**src/design/cfrlm_pkg.sv**
```systemverilog
// shared types and constants for the checksummed frame receiver
`default_nettype none

package cfrlm_pkg;

   localparam int BYTE_W = 8;
   localparam int SUM_W = 12;
   localparam int RECV_W = 32;
   localparam int FIELDS_W = 64;
   localparam int FLAGS_W = 16;
   localparam int FAIL_W = 8;
   localparam int CSR_IDX_W = 2;

   // byte positions inside a frame
   localparam int POS_HDR_FIRST = 0;
   localparam int POS_HDR_SECOND = 1;
   localparam int POS_HDR_THIRD = 2;
   localparam int POS_FIELD_FIRST = 3;
   localparam int POS_FIELD_LAST = 10;
   localparam int POS_FLAG_HI = 11;
   localparam int POS_FLAG_LO = 12;
   localparam int POS_SUM_FIRST = 13;
   localparam int POS_SUM_LAST = 16;

   localparam logic [BYTE_W-1:0] RETRY_LIMIT_RESET = 8'd3;

   typedef enum logic [CSR_IDX_W-1:0] {
      CSR_HEADER_FIRST = 2'd0,
      CSR_HEADER_SECOND = 2'd1,
      CSR_HEADER_THIRD = 2'd2,
      CSR_RETRY_LIMIT = 2'd3
   } csr_index_type;

   typedef enum logic {
      OP_FRAME_BYTE = 1'b0,
      OP_EMPTY_POLL = 1'b1
   } op_type;

endpackage

`default_nettype wire

```
**src/design/cfrlm_req_if.sv**
```systemverilog
// request channel: one frame byte or one empty poll
`default_nettype none

interface cfrlm_req_if;
   logic                        valid;
   logic                        ready;
   logic                        op;
   logic [cfrlm_pkg::BYTE_W-1:0] data_byte;

   modport source (output valid, output op, output data_byte, input ready);
   modport sink (input valid, input op, input data_byte, output ready);
endinterface

`default_nettype wire

```
**src/design/cfrlm_rsp_if.sv**
```systemverilog
// result channel: frame verdict, link state and held command values
`default_nettype none

interface cfrlm_rsp_if;
   logic        valid;
   logic        ready;
   logic        frame_ok;
   logic        link_up;
   logic [15:0] throttle;
   logic [15:0] yaw_cmd;
   logic [15:0] pitch_cmd;
   logic [15:0] roll_cmd;
   logic [7:0]  shutdown_flag;
   logic [7:0]  hold_height_flag;

   modport source (output valid, output frame_ok, output link_up, output throttle,
                   output yaw_cmd, output pitch_cmd, output roll_cmd,
                   output shutdown_flag, output hold_height_flag, input ready);
   modport sink (input valid, input frame_ok, input link_up, input throttle,
                 input yaw_cmd, input pitch_cmd, input roll_cmd,
                 input shutdown_flag, input hold_height_flag, output ready);
endinterface

`default_nettype wire

```
**src/design/checksummed_frame_receiver_link_monitor.sv**
```systemverilog
// frame receiver with header and additive checksum checks and a link monitor
// path: the last frame byte or an empty poll passes the input register, then the response
//   register, from which its response is offered
// throughput: one request per cycle; a held response stalls all but the input register
// reset: synchronous, active high; clears frame state, held values, failure count,
//   link state (down) and both register stages; header bytes to 0, retry limit to 3
`default_nettype none

module checksummed_frame_receiver_link_monitor #(
   parameter int FRAME_BYTES = 32
) (
   input  wire logic                                clock,
   input  wire logic                                reset,
   cfrlm_req_if.sink                                req_chan,
   cfrlm_rsp_if.source                              rsp_chan,
   input  wire logic                                csr_wr_en,
   input  wire logic [cfrlm_pkg::CSR_IDX_W-1:0]     csr_index,
   input  wire logic [cfrlm_pkg::BYTE_W-1:0]        csr_wdata
);

   localparam int POS_W = $clog2(FRAME_BYTES);
   localparam logic [POS_W-1:0] LAST_POS = POS_W'(FRAME_BYTES - 1);
   localparam int BW = cfrlm_pkg::BYTE_W;

   // configuration registers
   logic [BW-1:0] hdr_first_ff, hdr_second_ff, hdr_third_ff, retry_limit_ff;

   // input register stage
   logic          in_valid_ff;
   logic          in_op_ff;
   logic [BW-1:0] in_byte_ff;

   // frame assembly state
   logic [POS_W-1:0]                 pos_ff, pos_in;
   logic                             frame_bad_ff, frame_bad_in;
   logic [cfrlm_pkg::SUM_W-1:0]      run_sum_ff, run_sum_in;
   logic [cfrlm_pkg::RECV_W-1:0]     recv_sum_ff, recv_sum_in;
   logic [cfrlm_pkg::FIELDS_W-1:0]   staged_fields_ff, staged_fields_in;
   logic [cfrlm_pkg::FLAGS_W-1:0]    staged_flags_ff, staged_flags_in;

   // held command values and link monitor
   logic [cfrlm_pkg::FIELDS_W-1:0]   held_fields_ff, held_fields_in;
   logic [cfrlm_pkg::FLAGS_W-1:0]    held_flags_ff, held_flags_in;
   logic [cfrlm_pkg::FAIL_W-1:0]     fail_cnt_ff, fail_cnt_in;
   logic                             link_ff, link_in;

   // response register
   logic                             rsp_valid_ff;
   logic                             rsp_ok_ff;
   logic                             rsp_link_ff;
   logic [cfrlm_pkg::FIELDS_W-1:0]   rsp_fields_ff;
   logic [cfrlm_pkg::FLAGS_W-1:0]    rsp_flags_ff;

   logic                             advance;
   logic                             fire;
   logic                             emit;
   logic                             ok;
   logic                             sum_match;
   logic [2:0]                       fld_idx;
   logic [1:0]                       sum_idx;
   logic [cfrlm_pkg::FAIL_W-1:0]     fail_plus;

   // the response register frees up when empty or being taken this cycle
   assign advance = !rsp_valid_ff || rsp_chan.ready;
   assign fire = in_valid_ff && advance;
   assign req_chan.ready = !in_valid_ff || advance;

   // byte slot within the staged command word and the checksum word
   assign fld_idx = 3'(pos_ff - POS_W'(cfrlm_pkg::POS_FIELD_FIRST));
   assign sum_idx = 2'(pos_ff - POS_W'(cfrlm_pkg::POS_SUM_FIRST));
   assign fail_plus = fail_cnt_ff + cfrlm_pkg::FAIL_W'(1);

   always_comb begin
      pos_in = pos_ff;
      frame_bad_in = frame_bad_ff;
      run_sum_in = run_sum_ff;
      recv_sum_in = recv_sum_ff;
      staged_fields_in = staged_fields_ff;
      staged_flags_in = staged_flags_ff;
      held_fields_in = held_fields_ff;
      held_flags_in = held_flags_ff;
      fail_cnt_in = fail_cnt_ff;
      link_in = link_ff;
      emit = 1'b0;
      ok = 1'b0;
      sum_match = 1'b0;

      if (fire) begin
         if (in_op_ff == cfrlm_pkg::OP_EMPTY_POLL) begin
            // empty poll drops any partial frame and counts as a failure
            emit = 1'b1;
         end else begin
            // header checks, byte 0 must also be non-zero
            if (pos_ff == POS_W'(cfrlm_pkg::POS_HDR_FIRST) &&
                (in_byte_ff == '0 || in_byte_ff != hdr_first_ff)) begin
               frame_bad_in = 1'b1;
            end
            if (pos_ff == POS_W'(cfrlm_pkg::POS_HDR_SECOND) && in_byte_ff != hdr_second_ff) begin
               frame_bad_in = 1'b1;
            end
            if (pos_ff == POS_W'(cfrlm_pkg::POS_HDR_THIRD) && in_byte_ff != hdr_third_ff) begin
               frame_bad_in = 1'b1;
            end
            // additive checksum over bytes 0..12, kept to 12 bits
            if (pos_ff < POS_W'(cfrlm_pkg::POS_SUM_FIRST)) begin
               run_sum_in = run_sum_ff + cfrlm_pkg::SUM_W'(in_byte_ff);
            end
            // command fields, big-endian
            if (pos_ff >= POS_W'(cfrlm_pkg::POS_FIELD_FIRST) &&
                pos_ff <= POS_W'(cfrlm_pkg::POS_FIELD_LAST)) begin
               staged_fields_in[BW*(7 - int'(fld_idx)) +: BW] = in_byte_ff;
            end
            if (pos_ff == POS_W'(cfrlm_pkg::POS_FLAG_HI)) begin
               staged_flags_in[BW +: BW] = in_byte_ff;
            end
            if (pos_ff == POS_W'(cfrlm_pkg::POS_FLAG_LO)) begin
               staged_flags_in[0 +: BW] = in_byte_ff;
            end
            // transmitted checksum word, big-endian
            if (pos_ff >= POS_W'(cfrlm_pkg::POS_SUM_FIRST) &&
                pos_ff <= POS_W'(cfrlm_pkg::POS_SUM_LAST)) begin
               recv_sum_in[BW*(3 - int'(sum_idx)) +: BW] = in_byte_ff;
            end

            if (pos_ff == LAST_POS) begin
               // last byte: judge the frame on the updated values
               sum_match = (cfrlm_pkg::RECV_W'(run_sum_in) == recv_sum_in);
               ok = !frame_bad_in && sum_match;
               if (ok) begin
                  held_fields_in = staged_fields_in;
                  held_flags_in = staged_flags_in;
               end
               emit = 1'b1;
            end else begin
               pos_in = pos_ff + POS_W'(1);
            end
         end

         if (emit) begin
            // frame finished or poll: start a fresh frame
            pos_in = '0;
            frame_bad_in = 1'b0;
            run_sum_in = '0;
            recv_sum_in = '0;
            staged_fields_in = '0;
            staged_flags_in = '0;
            // link monitor
            if (ok) begin
               link_in = 1'b1;
               fail_cnt_in = '0;
            end else if (fail_plus >= retry_limit_ff) begin
               link_in = 1'b0;
               fail_cnt_in = '0;
            end else begin
               fail_cnt_in = fail_plus;
            end
         end
      end
   end

   always_ff @(posedge clock) begin
      if (reset) begin
         hdr_first_ff <= '0;
         hdr_second_ff <= '0;
         hdr_third_ff <= '0;
         retry_limit_ff <= cfrlm_pkg::RETRY_LIMIT_RESET;
      end else if (csr_wr_en) begin
         unique case (cfrlm_pkg::csr_index_type'(csr_index))
            cfrlm_pkg::CSR_HEADER_FIRST: hdr_first_ff <= csr_wdata;
            cfrlm_pkg::CSR_HEADER_SECOND: hdr_second_ff <= csr_wdata;
            cfrlm_pkg::CSR_HEADER_THIRD: hdr_third_ff <= csr_wdata;
            cfrlm_pkg::CSR_RETRY_LIMIT: retry_limit_ff <= csr_wdata;
            default: ;
         endcase
      end
   end

   // input register
   always_ff @(posedge clock) begin
      if (reset) begin
         in_valid_ff <= 1'b0;
      end else if (req_chan.valid && req_chan.ready) begin
         in_valid_ff <= 1'b1;
      end else if (fire) begin
         in_valid_ff <= 1'b0;
      end
      if (req_chan.valid && req_chan.ready) begin
         in_op_ff <= req_chan.op;
         in_byte_ff <= req_chan.data_byte;
      end
   end

   // frame and link state
   always_ff @(posedge clock) begin
      if (reset) begin
         pos_ff <= '0;
         frame_bad_ff <= 1'b0;
         run_sum_ff <= '0;
         recv_sum_ff <= '0;
         staged_fields_ff <= '0;
         staged_flags_ff <= '0;
         held_fields_ff <= '0;
         held_flags_ff <= '0;
         fail_cnt_ff <= '0;
         link_ff <= 1'b0;
      end else begin
         pos_ff <= pos_in;
         frame_bad_ff <= frame_bad_in;
         run_sum_ff <= run_sum_in;
         recv_sum_ff <= recv_sum_in;
         staged_fields_ff <= staged_fields_in;
         staged_flags_ff <= staged_flags_in;
         held_fields_ff <= held_fields_in;
         held_flags_ff <= held_flags_in;
         fail_cnt_ff <= fail_cnt_in;
         link_ff <= link_in;
      end
   end

   // response register, reports the held values after this request
   always_ff @(posedge clock) begin
      if (reset) begin
         rsp_valid_ff <= 1'b0;
      end else if (emit) begin
         rsp_valid_ff <= 1'b1;
      end else if (rsp_chan.ready) begin
         rsp_valid_ff <= 1'b0;
      end
      if (emit) begin
         rsp_ok_ff <= ok;
         rsp_link_ff <= link_in;
         rsp_fields_ff <= held_fields_in;
         rsp_flags_ff <= held_flags_in;
      end
   end

   assign rsp_chan.valid = rsp_valid_ff;
   assign rsp_chan.frame_ok = rsp_ok_ff;
   assign rsp_chan.link_up = rsp_link_ff;
   assign rsp_chan.throttle = rsp_fields_ff[63:48];
   assign rsp_chan.yaw_cmd = rsp_fields_ff[47:32];
   assign rsp_chan.pitch_cmd = rsp_fields_ff[31:16];
   assign rsp_chan.roll_cmd = rsp_fields_ff[15:0];
   assign rsp_chan.shutdown_flag = rsp_flags_ff[15:8];
   assign rsp_chan.hold_height_flag = rsp_flags_ff[7:0];

endmodule

`default_nettype wire

```
**src/flat_wrapper.sv**
```systemverilog
// flat-port wrapper written by rule: the top's interface ports become plain ports
module checksummed_frame_receiver_link_monitor_flat 
#(
   parameter int FRAME_BYTES = 32
)
  (clock, reset, csr_wr_en, csr_index, csr_wdata, req_chan_valid, req_chan_op, req_chan_data_byte, req_chan_ready, rsp_chan_valid, rsp_chan_frame_ok, rsp_chan_link_up, rsp_chan_throttle, rsp_chan_yaw_cmd, rsp_chan_pitch_cmd, rsp_chan_roll_cmd, rsp_chan_shutdown_flag, rsp_chan_hold_height_flag, rsp_chan_ready);
  cfrlm_req_if req_chan_i ();
  cfrlm_rsp_if rsp_chan_i ();
  input  wire logic clock;
  input  wire logic reset;
  input  wire logic csr_wr_en;
  input  wire logic [cfrlm_pkg::CSR_IDX_W-1:0] csr_index;
  input  wire logic [cfrlm_pkg::BYTE_W-1:0] csr_wdata;
  input wire logic [$bits(req_chan_i.valid)-1:0] req_chan_valid;
  input wire logic [$bits(req_chan_i.op)-1:0] req_chan_op;
  input wire logic [$bits(req_chan_i.data_byte)-1:0] req_chan_data_byte;
  output wire logic [$bits(req_chan_i.ready)-1:0] req_chan_ready;
  output wire logic [$bits(rsp_chan_i.valid)-1:0] rsp_chan_valid;
  output wire logic [$bits(rsp_chan_i.frame_ok)-1:0] rsp_chan_frame_ok;
  output wire logic [$bits(rsp_chan_i.link_up)-1:0] rsp_chan_link_up;
  output wire logic [$bits(rsp_chan_i.throttle)-1:0] rsp_chan_throttle;
  output wire logic [$bits(rsp_chan_i.yaw_cmd)-1:0] rsp_chan_yaw_cmd;
  output wire logic [$bits(rsp_chan_i.pitch_cmd)-1:0] rsp_chan_pitch_cmd;
  output wire logic [$bits(rsp_chan_i.roll_cmd)-1:0] rsp_chan_roll_cmd;
  output wire logic [$bits(rsp_chan_i.shutdown_flag)-1:0] rsp_chan_shutdown_flag;
  output wire logic [$bits(rsp_chan_i.hold_height_flag)-1:0] rsp_chan_hold_height_flag;
  input wire logic [$bits(rsp_chan_i.ready)-1:0] rsp_chan_ready;
  assign req_chan_i.valid = req_chan_valid;
  assign req_chan_i.op = req_chan_op;
  assign req_chan_i.data_byte = req_chan_data_byte;
  assign req_chan_ready = req_chan_i.ready;
  assign rsp_chan_valid = rsp_chan_i.valid;
  assign rsp_chan_frame_ok = rsp_chan_i.frame_ok;
  assign rsp_chan_link_up = rsp_chan_i.link_up;
  assign rsp_chan_throttle = rsp_chan_i.throttle;
  assign rsp_chan_yaw_cmd = rsp_chan_i.yaw_cmd;
  assign rsp_chan_pitch_cmd = rsp_chan_i.pitch_cmd;
  assign rsp_chan_roll_cmd = rsp_chan_i.roll_cmd;
  assign rsp_chan_shutdown_flag = rsp_chan_i.shutdown_flag;
  assign rsp_chan_hold_height_flag = rsp_chan_i.hold_height_flag;
  assign rsp_chan_i.ready = rsp_chan_ready;
  checksummed_frame_receiver_link_monitor #(.FRAME_BYTES(FRAME_BYTES)) u_core (.clock(clock), .reset(reset), .req_chan(req_chan_i), .rsp_chan(rsp_chan_i), .csr_wr_en(csr_wr_en), .csr_index(csr_index), .csr_wdata(csr_wdata));
endmodule
```
**config.mk**
```make
export PLATFORM = sky130hd
export DESIGN_NAME = checksummed_frame_receiver_link_monitor_flat
export DESIGN_NICKNAME = d
export VERILOG_FILES = /design/src/design/cfrlm_pkg.sv /design/src/design/cfrlm_req_if.sv /design/src/design/cfrlm_rsp_if.sv /design/src/design/checksummed_frame_receiver_link_monitor.sv /design/src/flat_wrapper.sv
export SDC_FILE = /design/constraint.sdc
export NUM_CORES = 1
export LEC_CHECK = 0
export ABC_AREA = 1
export BUFFER_PORTS_ARGS = -buffer_cell sky130_fd_sc_hd__buf_2
export CAP_MARGIN = 5
export CORE_AREA = 2 2 187 189
export DETAILED_ROUTE_END_ITERATION = 12
export DIE_AREA = 0 0 189 191
export MAX_ROUTING_LAYER = met4
export PLACE_DENSITY_LB_ADDON = 0.2
export SLEW_MARGIN = 20
export SYNTH_ARGS = -nofsm -noshare
export SYNTH_HDL_FRONTEND = slang
export SYNTH_SLANG_ARGS = --single-unit
```
**constraint.sdc**
```tcl
create_clock -name clock -period 6.21 [get_ports clock]
set_input_delay 1.242 -clock clock [delete_from_list [all_inputs] [get_ports clock]]
set_output_delay 1.242 -clock clock [all_outputs]
set_load 0.01 [all_outputs]
```
== Word level (Yosys, flattened, before mapping) ==
Index checks and enable logic that the tools add are counted.
Widths: inputs -> output; s select.
Storage, ports and cells
  input bits: 24
  latch bits: 0
  bits in registers: 344
  bits in read-only memories: 0
  output and inout port bits: 84
  RAM bits: 0
  memories kept: 0
Cells by class
  reduce and logical (&&, ||, !) cells: 26
  eq/ne operators: 14
  $add $sub $neg: 9
  div/mod/pow operators: 0
  multipliers: 0
  mux-type cells: 54
  shifts and indexed selects: 4
  order comparisons: 6
  bitwise logic cells: 0
Operators with widths (count)
  $mux 64: 7
  $mux 32: 5
  $mux 16: 6
  $neg 32->33: 2
  $bwmux 64: 1
  $shift 8x33->64 const A: 1
  $shiftx 8x33->64: 1
  $mux 12: 5
  $shift 8x33->32 const A: 1
  $shiftx 8x33->32: 1
  $bwmux 32: 1
  $eq 12x32->1: 1
  $mux 8: 4
  $ne 8x8->1: 3
  $mux 1: 22
  $mux 5: 3
  $add 12x8->12: 1
  $reduce_and 2->1: 6
  $eq 5x4->1 const B: 2
  $add 8x1->8 const B: 1
  $ge 8x8->1: 1
  $logic_and 1x1->1: 8
  $logic_not 8->1: 1
  $add 5x1->5 const B: 1
  21 further kinds: 28

== Longest topological paths before layout ==
Gate-level depths: netlist (run 1).
  depth after elaboration: 16
  gate-level depth with buffers: 21

== Worst setup path before layout (run 1) ==
No wires, ideal clock.
  path kind: input port to flip-flop
  from: input rsp_chan_ready
  to: register u_core.pos_ff[3]
  stages on the path: 8
  setup time: 0.127 ns
  data arrival time: 6.138 ns
  buffers on the path: 0
  path slack: -0.055 ns
  cells stage by stage: inv_1 -> nand2_1 -> nand2_1 -> nor2_1 -> inv_1 -> nand2_1 -> o21bai_1 -> a21oi_1
Between the ends
  cells in the longest elaborated chain, start to end: 3
Ends and longest elaborated chain
  start: declaration: RTL line flat_wrapper.sv:27  | input wire logic [$bits(rsp_chan_i.ready)-1:0] rsp_chan_ready;
  $logic_or 1x1->1: RTL line checksummed_frame_receiver_link_monitor.sv:64  | assign advance = !rsp_valid_ff || rsp_chan.ready;
  $logic_and 1x1->1: RTL line checksummed_frame_receiver_link_monitor.sv:65  | assign fire = in_valid_ff && advance;
  $reduce_and 3->1 (no source line)
  end signal: assignment: RTL line checksummed_frame_receiver_link_monitor.sv:207  | pos_ff <= pos_in;
  end: declaration: RTL line checksummed_frame_receiver_link_monitor.sv:34  | logic [POS_W-1:0] pos_ff, pos_in;
No other way between the ends.
A chain may end at the register's enable or synchronous reset.

== Final worst setup path (run 1) ==
  from: register u_core.pos_ff[0]
  to: register u_core.rsp_flags_ff[4] (netlist bit), data pin
Between the ends
  cells in the longest elaborated chain, start to end: 14
Ends and longest elaborated chain
  $sub 2x1->2: RTL line checksummed_frame_receiver_link_monitor.sv:70  | assign sum_idx = 2'(pos_ff - POS_W'(cfrlm_pkg::POS_SUM_FIRST));
  $sub 2x2->3: RTL line checksummed_frame_receiver_link_monitor.sv:122  | recv_sum_in[BW*(3 - int'(sum_idx)) +: BW] = in_byte_ff;
  $neg 32->33: RTL line checksummed_frame_receiver_link_monitor.sv:122
  $shiftx 8x33->32 or $shift 8x33->32 (tied branches): RTL line checksummed_frame_receiver_link_monitor.sv:122
  $bwmux 32: RTL line checksummed_frame_receiver_link_monitor.sv:122
  $mux 32: RTL line checksummed_frame_receiver_link_monitor.sv:120  | if (pos_ff >= POS_W'(cfrlm_pkg::POS_SUM_FIRST) &&
  $mux 32: RTL line checksummed_frame_receiver_link_monitor.sv:89  | if (in_op_ff == cfrlm_pkg::OP_EMPTY_POLL) begin
  $mux 32: RTL line checksummed_frame_receiver_link_monitor.sv:88  | if (fire) begin
  $eq 12x32->1: RTL line checksummed_frame_receiver_link_monitor.sv:127  | sum_match = (cfrlm_pkg::RECV_W'(run_sum_in) == recv_sum_in);
  $logic_and 1x1->1: RTL line checksummed_frame_receiver_link_monitor.sv:128  | ok = !frame_bad_in && sum_match;
  $mux 16: RTL line checksummed_frame_receiver_link_monitor.sv:129  | if (ok) begin
  $mux 16 *: RTL line checksummed_frame_receiver_link_monitor.sv:125  | if (pos_ff == LAST_POS) begin
  $mux 16 *: RTL line checksummed_frame_receiver_link_monitor.sv:89
  $mux 16 *: RTL line checksummed_frame_receiver_link_monitor.sv:88
  net u_core.held_flags_in (one bit): RTL line checksummed_frame_receiver_link_monitor.sv:43  | logic [cfrlm_pkg::FLAGS_W-1:0] held_flags_ff, held_flags_in;
  end signal: assignment: RTL line checksummed_frame_receiver_link_monitor.sv:233  | rsp_flags_ff <= held_flags_in;
  end: declaration: RTL line checksummed_frame_receiver_link_monitor.sv:52  | logic [cfrlm_pkg::FLAGS_W-1:0] rsp_flags_ff;
Mark *: on every way through the listed nets, which the timed path passes. The rest lies on a longest branch. The select of a mux whose other input is x is not followed.

==> results of run 1 <==
-- per-stage QoR --
| step | hold slack (ns) | setup WS [ns] |
|---|---|---|
| CTS | 0.463 | 1.62 |
| global placement | 0.448 | 1.72 |
| floorplan | 0.433 | 1.55 |
| global route | 0.477 | 1.14 |
| detailed placement | 0.454 | 1.64 |
| finish | 0.459 | 1.53 |
-- power by group through the flow --
stage | Combinational [W] | Sequential [W] | Clock [W]
5_1_grt | 0.000339 | 0.00236 | 0.00230
3_5_place_dp | 0.000301 | 0.00240 | 0
4_1_cts | 0.000303 | 0.00236 | 0.00220
2_1_floorplan | 0.000207 | 0.00240 | 0
3_3_place_gp | 0.000299 | 0.00240 | 0
6_report | 0.000306 | 0.00236 | 0.00216
-- state kept, by name, indices dropped and copies added, names as in the netlist, 12 cells and up --
signal and cells:
u_core.held_flags_ff 16, u_core.staged_flags_ff 16, u_core.rsp_flags_ff 16, u_core.rsp_fields_ff 64, u_core.run_sum_ff 12, u_core.staged_fields_ff 64
u_core.held_fields_ff 64, u_core.recv_sum_ff 32
-- routing by layer --
layer / wire length (um) / GRT usage, %
met5: 0 / -
met4: 1050 / 7.21
met3: 2740 / 3.86
met2: 19500 / 39.2
met1: 20500 / 33.7
-- cells in the mapped netlist (all sizes together) --
| library cell | instances | area (sq um) |
|---|---|---|
| a2bb2oi | 28 | 245 |
| buf | 38 | 246 |
| o2111ai | 1 | 8.76 |
| clkbuf | 79 | 297 |
| a21oi | 128 | 641 |
| o211ai | 4 | 30.0 |
| nand3b | 8 | 60.1 |
| xnor2 | 13 | 114 |
| inv | 344 | 1290 |
| o21ai | 124 | 624 |
| o22ai | 19 | 119 |
| nand3 | 72 | 395 |
| nand2 | 635 | 2400 |
| a21boi | 1 | 7.51 |
| o21bai | 1 | 7.51 |
| mux2i | 1 | 10.0 |
| xor2 | 11 | 96.3 |
| dfxtp | 253 | 5060 |
| ha | 26 | 325 |
| edfxtp | 91 | 2730 |
| a31oi | 1 | 6.26 |
| fa | 1 | 20.0 |
| nor3 | 9 | 55.1 |
| or2 | 36 | 225 |
| nor2 | 274 | 1050 |
| clkinv | 1 | 3.75 |
| nand4 | 108 | 676 |
-- final timing paths --
check | from | endpoint
setup / recovery | u_core.pos_ff[0] | u_core.rsp_flags_ff[4]
hold / removal | u_core.retry_limit_ff[2] | u_core.retry_limit_ff[2]
setup reg to reg | u_core.pos_ff[0] | u_core.rsp_flags_ff[4]
hold reg to reg | u_core.retry_limit_ff[2] | u_core.retry_limit_ff[2]
-- final cells by class --
type,count,area [sq um]
timing repair buffer,120,643
clock inverter,22,174
clock buffer,48,1010
sequential,344,7800
fill,3274,15500
inverter,345,1290
multi-input combinational,1501,7130
tap,455,569
-- layout by cell type (no fill, tap or decap), types with 3 or more instances in the layout --
master / count
nand3_1: 68
clkinv_2: 7
or2_2: 18
nand2_2: 5
xor2_1: 11
inv_4: 3
a21oi_1: 128
o22ai_1: 19
clkinv_1: 8
inv_1: 336
nor2_4: 3
nor3_1: 7
edfxtp_1: 91
o211ai_1: 4
buf_4: 12
xnor2_1: 13
nand4_1: 108
nor2_1: 269
or2_1: 17
nand3b_1: 8
o21ai_0: 118
clkbuf_16: 38
inv_2: 8
o21ai_1: 5
ha_1: 26
clkbuf_1: 8
dfxtp_1: 253
nand2_1: 628
a2bb2oi_1: 28
buf_2: 106
-- worst max-delay path, cell delays in order, from the launching register on --
cell,delay [ns]
dfxtp_1,0.65
inv_2,0.16
ha_1,0.42
inv_1,0.34
nand2_1,0.25
nor2_1,0.23
nand2_1,0.12
o21ai_1,0.26
inv_1,0.07
nand2_1,0.09
nand2_1,0.06
nor2_1,0.09
nand2_1,0.09
nor2_4,0.78
buf_4,0.41
nand4_1,0.16
nand2_1,0.17
inv_1,0.06
-- cell families after synthesis --
logic type	after synthesis	share of synthesized area [%]
buf+inv	462	11.0
simple gates	1142	29.0
fa+ha+maj	27	2.06
compound gates	307	10.1
flops	344	46.5
xor+xnor	24	1.25
mux	1	0.0598
==> run summary, run 1 <==
Worst-Skew Late Latency - 0.55 ns
Combinational Power Share - 6.4%
number of vias per cell - 5.20
clk sinks - 344
status - finished clean
Post-DP HPWL - 29.4 mm
Yosys Warn Count - 0
Worst-path clk slew - 0.06 ns
drt wl/cell - 15.4 um
Post-Syn Area per Cell - 7.26 sq um
Core ar. - 34100 sq um
clock skew - 0.0304 ns
unrepaired setup endpoints after global routing - no
Flop pwr share - 48.9%
Yosys reg bits - 344
minimum clock period - 4.68 ns
CTS HTree Levels - 2
Yosys cell types - 42
post-placement cell count - 2765
DRC - 0
Critical Path Source Type - register
Clock Path Buffers - 3
io pins - 108
Hold Crit Depth - 2
grt ovf - 0
final core utilization - 54.6%
area of placed instances - 17400 sq um
Final TNS setup - 0 ns
power density over cell area - 259 nW/um^2
initial antenna violation count - 0
Max-cap violations - 0
CP endpoint kind - register
die area - 36100 sq um
leakage - 8.45 nW
Global Route Usage Sum - 25.1%
Mapped Area - 16800 sq um
Final Instance Area - 18600 sq um
Arr. time, crit path - 4.96 ns
Synthesized Nets - 2358
Initial Util - 49.1%
critical path data required time - 6.49 ns
hold buffers post-CTS - 0
Final Power - 0.00482 W
maximum VDD drop - 192 uV
routed vias - 14700
Port Buffers - 107
height of the die - 191 um
Hold Crit Class - reg2reg
Area Growth Syn to Fin - 11.2%
post-cts resize count - 0
largest net degree at the start of global routing - 109
final hold vios - 0
vias in the first global route - 13800
layout cells sized above 1 - 9.24%
Max FO, Critical Path - 36
nets@finish - 2401
1st-iter DRT viols - 1331
Rows - 68
WL final - 43.8 mm
crit share post-route - 75.3%
CTS Buf Count - 38
Slew Limit Fails - 0
Die Width - 189 um
register area share after synthesis - 46.5%
switching power total - 0.00117 W
Post-DRT Antenna Nets - 0
R2R depth - 17
GP Congestion - 1.01
Post-Layout Cell Count - 2835
fmax - 214 MHz
count of final setup violators - 0
switching fraction of total power - 24.3%
CTS root buf - clkbuf_16
worst slew pin tran - 1.03 ns
DRT Pass-1 Iters - 6
slew margin rel. - 31.2%
Gate Count Post-Synth - 2307
diodes inserted - 0
Post-CTS Setup Inserts - 0
internal power - 0.00365 W
first-pass GRT wire length - 71.1 mm
r2r setup slk - 1.53 ns
kind of critical path - reg2reg
CTS tree - done
clock share of power - 44.8%
(Power assumes the default switching activity.)
==> inputs of run 2 (changes only) <==
Settings changed: ABC_AREA 1 to 0, CORE_AREA 2 2 187 189 to 2 2 186 188, DIE_AREA 0 0 189 191 to 0 0 188 190.
Clock period 6.21 ns to 4.2 ns, I/O delays scaled along.
==> run summary, run 2 <==
R2R depth - 11
Post-CTS Setup Inserts - 0
Core ar. - 33900 sq um
min-delay src - u_core.retry_limit_ff[5]
layout cells sized above 1 - 21.7%
biggest regs - u_core.held_fields_ff x64, u_core.rsp_fields_ff x64, u_core.staged_fields_ff x64
critical path data required time - 4.46 ns
vias in the first global route - 11900
clock skew - 0.0216 ns
Die Width - 188 um
CP endpoint kind - register
count of final setup violators - 0
Initial Util - 49.1%
most frequent cells in the layout - dfxtp_1, nand2_1, nor2_1
fmax - 256 MHz
switching fraction of total power - 22.8%
Final TNS setup - 0 ns
Yosys Warn Count - 0
most frequent cells after synthesis - dfxtp_1, nand2_1, nor2_1
Max-cap violations - 0
initial antenna violation count - 1
hold path endpoint - u_core.retry_limit_ff[5]
first-pass GRT wire length - 66.3 mm
worst slack, placed - 0.295 ns
slew margin rel. - 44.1%
Port Buffers - 107
Post-synth ARST share - 0%
Post-Syn Area per Cell - 10.2 sq um
Yosys cell types - 77
Arr. time, crit path - 4.18 ns
power density over cell area - 371 nW/um^2
clock share of power - 45.4%
Reg-to-Reg End - u_core.rsp_flags_ff[15]
Max FO, Critical Path - 10
Post-DP HPWL - 28.7 mm
switching power total - 0.00160 W
final hold vios - 0
largest net degree at the start of global routing - 116
drt wl/cell - 18.9 um
Global Route Usage Sum - 24.0%
register area share after synthesis - 46.7%
CTS Buf Count - 38
maximum VDD drop - 268 uV
height of the die - 190 um
Critical Path Source Type - register
crit share post-route - 93.1%
Synth area leaders - dfxtp_1, edfxtp_1, mux2i_1
Combinational Power Share - 5.6%
CTS HTree Levels - 2
Hold Crit Class - reg2reg
clk sinks - 344
status - finished clean
CTS root buf - clkbuf_16
die area - 35700 sq um
internal power - 0.00543 W
minimum clock period - 3.91 ns
post-cts resize count - 0
Mapped Area - 16700 sq um
number of vias per cell - 5.60
DRT Pass-1 Iters - 6
Final Instance Area - 18900 sq um
unrepaired setup endpoints after global routing - no
Synthesized Nets - 1692
most frequent cell after synthesis - dfxtp_1
Rows - 68
grt ovf - 0
Clock Path Buffers - 3
kind of critical path - reg2reg
worst slew pin tran - 0.832 ns
area of placed instances - 17700 sq um
Worst-Skew Late Latency - 0.53 ns
Hold Crit Depth - 2
r2r setup slk - 0.29 ns
Flop pwr share - 49.0%
Post-DRT Antenna Nets - 0
commonest non-fill, non-tap cell in the layout - dfxtp_1
fill count - 2938
nets@finish - 1788
top cell type's share of synthesized area - 30.4%
area leader, netlist - dfxtp_1
Yosys reg bits - 344
DRC - 0
GP Congestion - 0.894
sequential cell area - 7800 sq um
routed vias - 12400
CTS tree - done
Gate Count Post-Synth - 1641
Slew Limit Fails - 0
Hold Slack - 0.451 ns
EDFF count, synth - 91
Synth Flop Type - dfxtp_1
hold buffers post-CTS - 0
Worst-path clk slew - 0.06 ns
WL final - 42.1 mm
setup slack after layout - 0.288 ns
Area Growth Syn to Fin - 13.4%
Worst R2R Start - u_core.pos_ff[0]
area occupied by multi-input gates - 8200 sq um
leakage - 8.19 nW
1st-iter DRT viols - 902
io pins - 108
[run 2: cell families (layout without fill, tap and decap cells)]
family / after synthesis / after routing / share of synthesized area, %
flops: 344 / 344 / 46.7
fa+ha+maj: 27 / 27 / 2.07
simple gates: 592 / 592 / 15.8
buf+inv: 135 / 260 / 4.15
xor+xnor: 48 / 48 / 2.52
other cells: 0 / 1 / 0
mux: 271 / 271 / 18.9
compound gates: 224 / 224 / 9.85
[run 2: layout make-up]
type | instances | share of cell area (%)
Antenna cell | 1 | 0.0132
Clock buffer | 62 | 6.16
Clock inverter | 7 | 0.185
Inverter | 31 | 0.635
Multi-Input combinational cell | 1162 | 43.3
Sequential cell | 344 | 41.2
Tap cell | 455 | 3.01
Timing Repair Buffer | 160 | 5.47
[run 2: worst max-delay path by stage]
| stage | startpoint | endpoint | slack (ns) | depth (start not counted) |
|---|---|---|---|---|
| floorplan | rsp_chan_ready | u_core.fail_cnt_ff[0] | 0.33 | 8 |
| global placement | u_core.run_sum_ff[0] | u_core.rsp_flags_ff[8] | 0.42 | 12 |
| detailed placement | u_core.pos_ff[0] | u_core.rsp_flags_ff[15] | 0.29 | 11 |
| CTS | u_core.pos_ff[0] | u_core.rsp_flags_ff[15] | 0.27 | 11 |
| global route | u_core.pos_ff[0] | u_core.rsp_flags_ff[15] | 0.07 | 11 |
| finish | u_core.pos_ff[0] | u_core.rsp_flags_ff[15] | 0.29 | 11 |
[run 2: through the flow]
step,instances,total power [W],utilization (%)
2_1_floorplan,1641,0.00376,-
6_report,2222,0.00703,55.8
5_1_grt,2222,0.00725,55.8
4_1_cts,2221,0.00709,55.7
3_3_place_gp,2152,0.00390,52.2
3_5_place_dp,2152,0.00390,52.2
[run 2: layer usage]
layer  part of all wire [%]  wire, um  vias up  track usage, %
met5                      0         0        -               -
met4                    1.8       763        0            5.51
met3                    5.1      2160       66            3.38
met2                     49     20500      344            40.2
met1                     44     18600     6049            30.9
li1                       -         -     5990               -
[run 2: power groups by stage]
| stage | Clock [W] | Combinational [W] | Sequential (W) |
|---|---|---|---|
| 2_1_floorplan | 0 | 0.000248 | 0.00351 |
| 3_3_place_gp | 0 | 0.000388 | 0.00351 |
| 3_5_place_dp | 0 | 0.000388 | 0.00351 |
| 4_1_cts | 0.00326 | 0.000390 | 0.00344 |
| 5_1_grt | 0.00338 | 0.000427 | 0.00344 |
| 6_report | 0.00319 | 0.000392 | 0.00344 |
[run 2: critical path, stage by stage, from the launching register on]
cell and delay [ns]:
dfxtp_1 0.34, inv_1 0.20, ha_1 0.27, and4bb_2 0.35, o21ai_1 0.12, a2111oi_0 0.62, nor4b_2 0.30, nand4_1 0.13
nor4_2 0.19, and4b_4 0.49, buf_4 0.26, mux2_2 0.36
==> inputs of run 3 (changes only) <==
==> constraint.sdc (replaced) <==
create_clock -name clock -period 4.2 [get_ports clock]
set_input_delay 1.05 -clock clock [delete_from_list [all_inputs] [get_ports clock]]
set_output_delay 1.05 -clock clock [all_outputs]
set_load 0.01 [all_outputs]
==> run summary, run 3 (same netlist as run 2, synthesis figures left out) <==
Port Buffers - 107
post-placement cell count - 2145
CP top delay family - simple AND/OR/NAND/NOR gates
critical path data required time - 4.47 ns
Arr. time, crit path - 4.08 ns
Final TNS setup - 0 ns
height of the die - 190 um
DRC - 0
Post-DRT Antenna Nets - 0
Die Width - 188 um
Core ar. - 33900 sq um
Worst-path clk slew - 0.06 ns
crit share post-route - 90.7%
leakage - 8.19 nW
routed vias - 12400
unrepaired setup endpoints after global routing - no
CP endpoint kind - register
power density over cell area - 379 nW/um^2
clk sinks - 344
WL final - 42.4 mm
drt wl/cell - 19.1 um
maximum VDD drop - 301 uV
nets@finish - 1785
crit-path cells - inv_1, ha_1, and3_1, and3_1, a2111oi_0, nor4b_2, nand4_1, nor4_2, and4b_4, buf_12, mux2_4
CTS HTree Levels - 2
slew margin rel. - 33.6%
number of vias per cell - 5.58
kind of critical path - reg2reg
Clock Path Buffers - 3
die area - 35700 sq um
1st-iter DRT viols - 1001
hold buffers post-CTS - 0
commonest non-fill, non-tap cell in the layout - dfxtp_1
Top cell by count, worst path - and3_1
Hold Crit Class - reg2reg
vias in the first global route - 12100
biggest regs - u_core.held_fields_ff x64, u_core.rsp_fields_ff x64, u_core.staged_fields_ff x64
final hold vios - 0
first-pass GRT wire length - 67.3 mm
clock skew - 0.0138 ns
diodes inserted - 0
most frequent cells in the layout - dfxtp_1, nand2_1, nor2_1
Critical Path Source Type - register
minimum clock period - 3.81 ns
layout cells sized above 1 - 21.6%
CTS root buf - clkbuf_16
DRT Pass-1 Iters - 7
status - finished clean
largest net degree at the start of global routing - 157
Post-Layout Cell Count - 2219
Worst-Skew Late Latency - 0.53 ns
Crit-path slowest cell - a2111oi_0
io pins - 108
crit-path max cell delay - 0.55 ns
Rows - 68
Initial Util - 49.1%
CTS tree - done
Slew Limit Fails - 0
Worst Path Buf+Inv - 2
Global Route Usage Sum - 24.4%
worst slew pin tran - 0.988 ns
Area Growth Syn to Fin - 13.7%
grt ovf - 0
GP Congestion - 0.957
Max-cap violations - 0
count of final setup violators - 0
initial antenna violation count - 0
fmax - 263 MHz
Post-DP HPWL - 28.6 mm
CTS Buf Count - 39
Max FO, Critical Path - 40
run 3: cell count changes in the layout (fill, tap and decap cells not counted), moves of 2 or more:
cell       before  now
bufinv_16       0    2
buf_4          46   42
clkbuf_16      39   41
clkinv_1        3    5
clkbuf_8       10    7
run 3: area by class of cell:
class / count / area, sq um
well taps: 455 / 569
clock buffers: 59 / 1160
multi-input cells: 1162 / 8200
inverters: 31 / 120
clock inverters: 12 / 106
flip-flops and latches: 344 / 7800
fillers: 2995 / 15000
repair buffers: 156 / 1010
run 3: metal layers:
layer  part of all wire [%]  global-route usage, %  vias up  wire (um)
li1                       -                      -     5984          -
met1                     45                   32.2     5981      19100
met4                    2.5                   7.03        0       1050
met3                    5.3                   3.21       79       2230
met2                     47                   39.4      342      20000
met5                      0                      -        -          0
run 3: worst min-delay path, cell delays in order (launching register included):
cell and delay, ns:
dfxtp_1 0.30, nand2_1 0.05, a21oi_1 0.05
run 3: final timing paths:
check / startpoint / to / slack [ns] / cells after the start
setup / recovery: u_core.pos_ff[0] / u_core.rsp_fields_ff[30] / 0.39 / 11
hold reg to reg: u_core.retry_limit_ff[2] / u_core.retry_limit_ff[2] / 0.45 / 2
setup reg to reg: u_core.pos_ff[0] / u_core.rsp_fields_ff[30] / 0.39 / 11
hold / removal: u_core.retry_limit_ff[2] / u_core.retry_limit_ff[2] / 0.45 / 2
run 3: timing repair:
action | 4_1_cts | 5_1_grt
endpoints found under the setup margin | 0 | 1
buffers inserted | 0 | 3
gates resized for setup | 0 | 0
run 3: report_power, final:
part	internal (W)	total, W	switching [W]
Clock	0.00203	0.00335	0.00132
Combinational	0.000110	0.000394	0.000284
Sequential	0.00342	0.00344	0.0000198
run 3: through the flow:
| stage | power (W) | utilization [%] | instance area, sq um | worst slack, ns | hold WS (ns) |
|---|---|---|---|---|---|
| 4_1_cts | 0.00726 | 55.8 | 18900 | 0.319 | 0.456 |
| 6_report | 0.00719 | 55.9 | 19000 | 0.390 | 0.455 |
| 3_3_place_gp | 0.00390 | 52.0 | 17700 | 0.397 | 0.442 |
| 5_1_grt | 0.00743 | 55.9 | 19000 | 0.0748 | 0.482 |
| 3_5_place_dp | 0.00390 | 52.0 | 17700 | 0.333 | 0.448 |
| 2_1_floorplan | 0.00376 | - | 16700 | 0.121 | 0.434 |
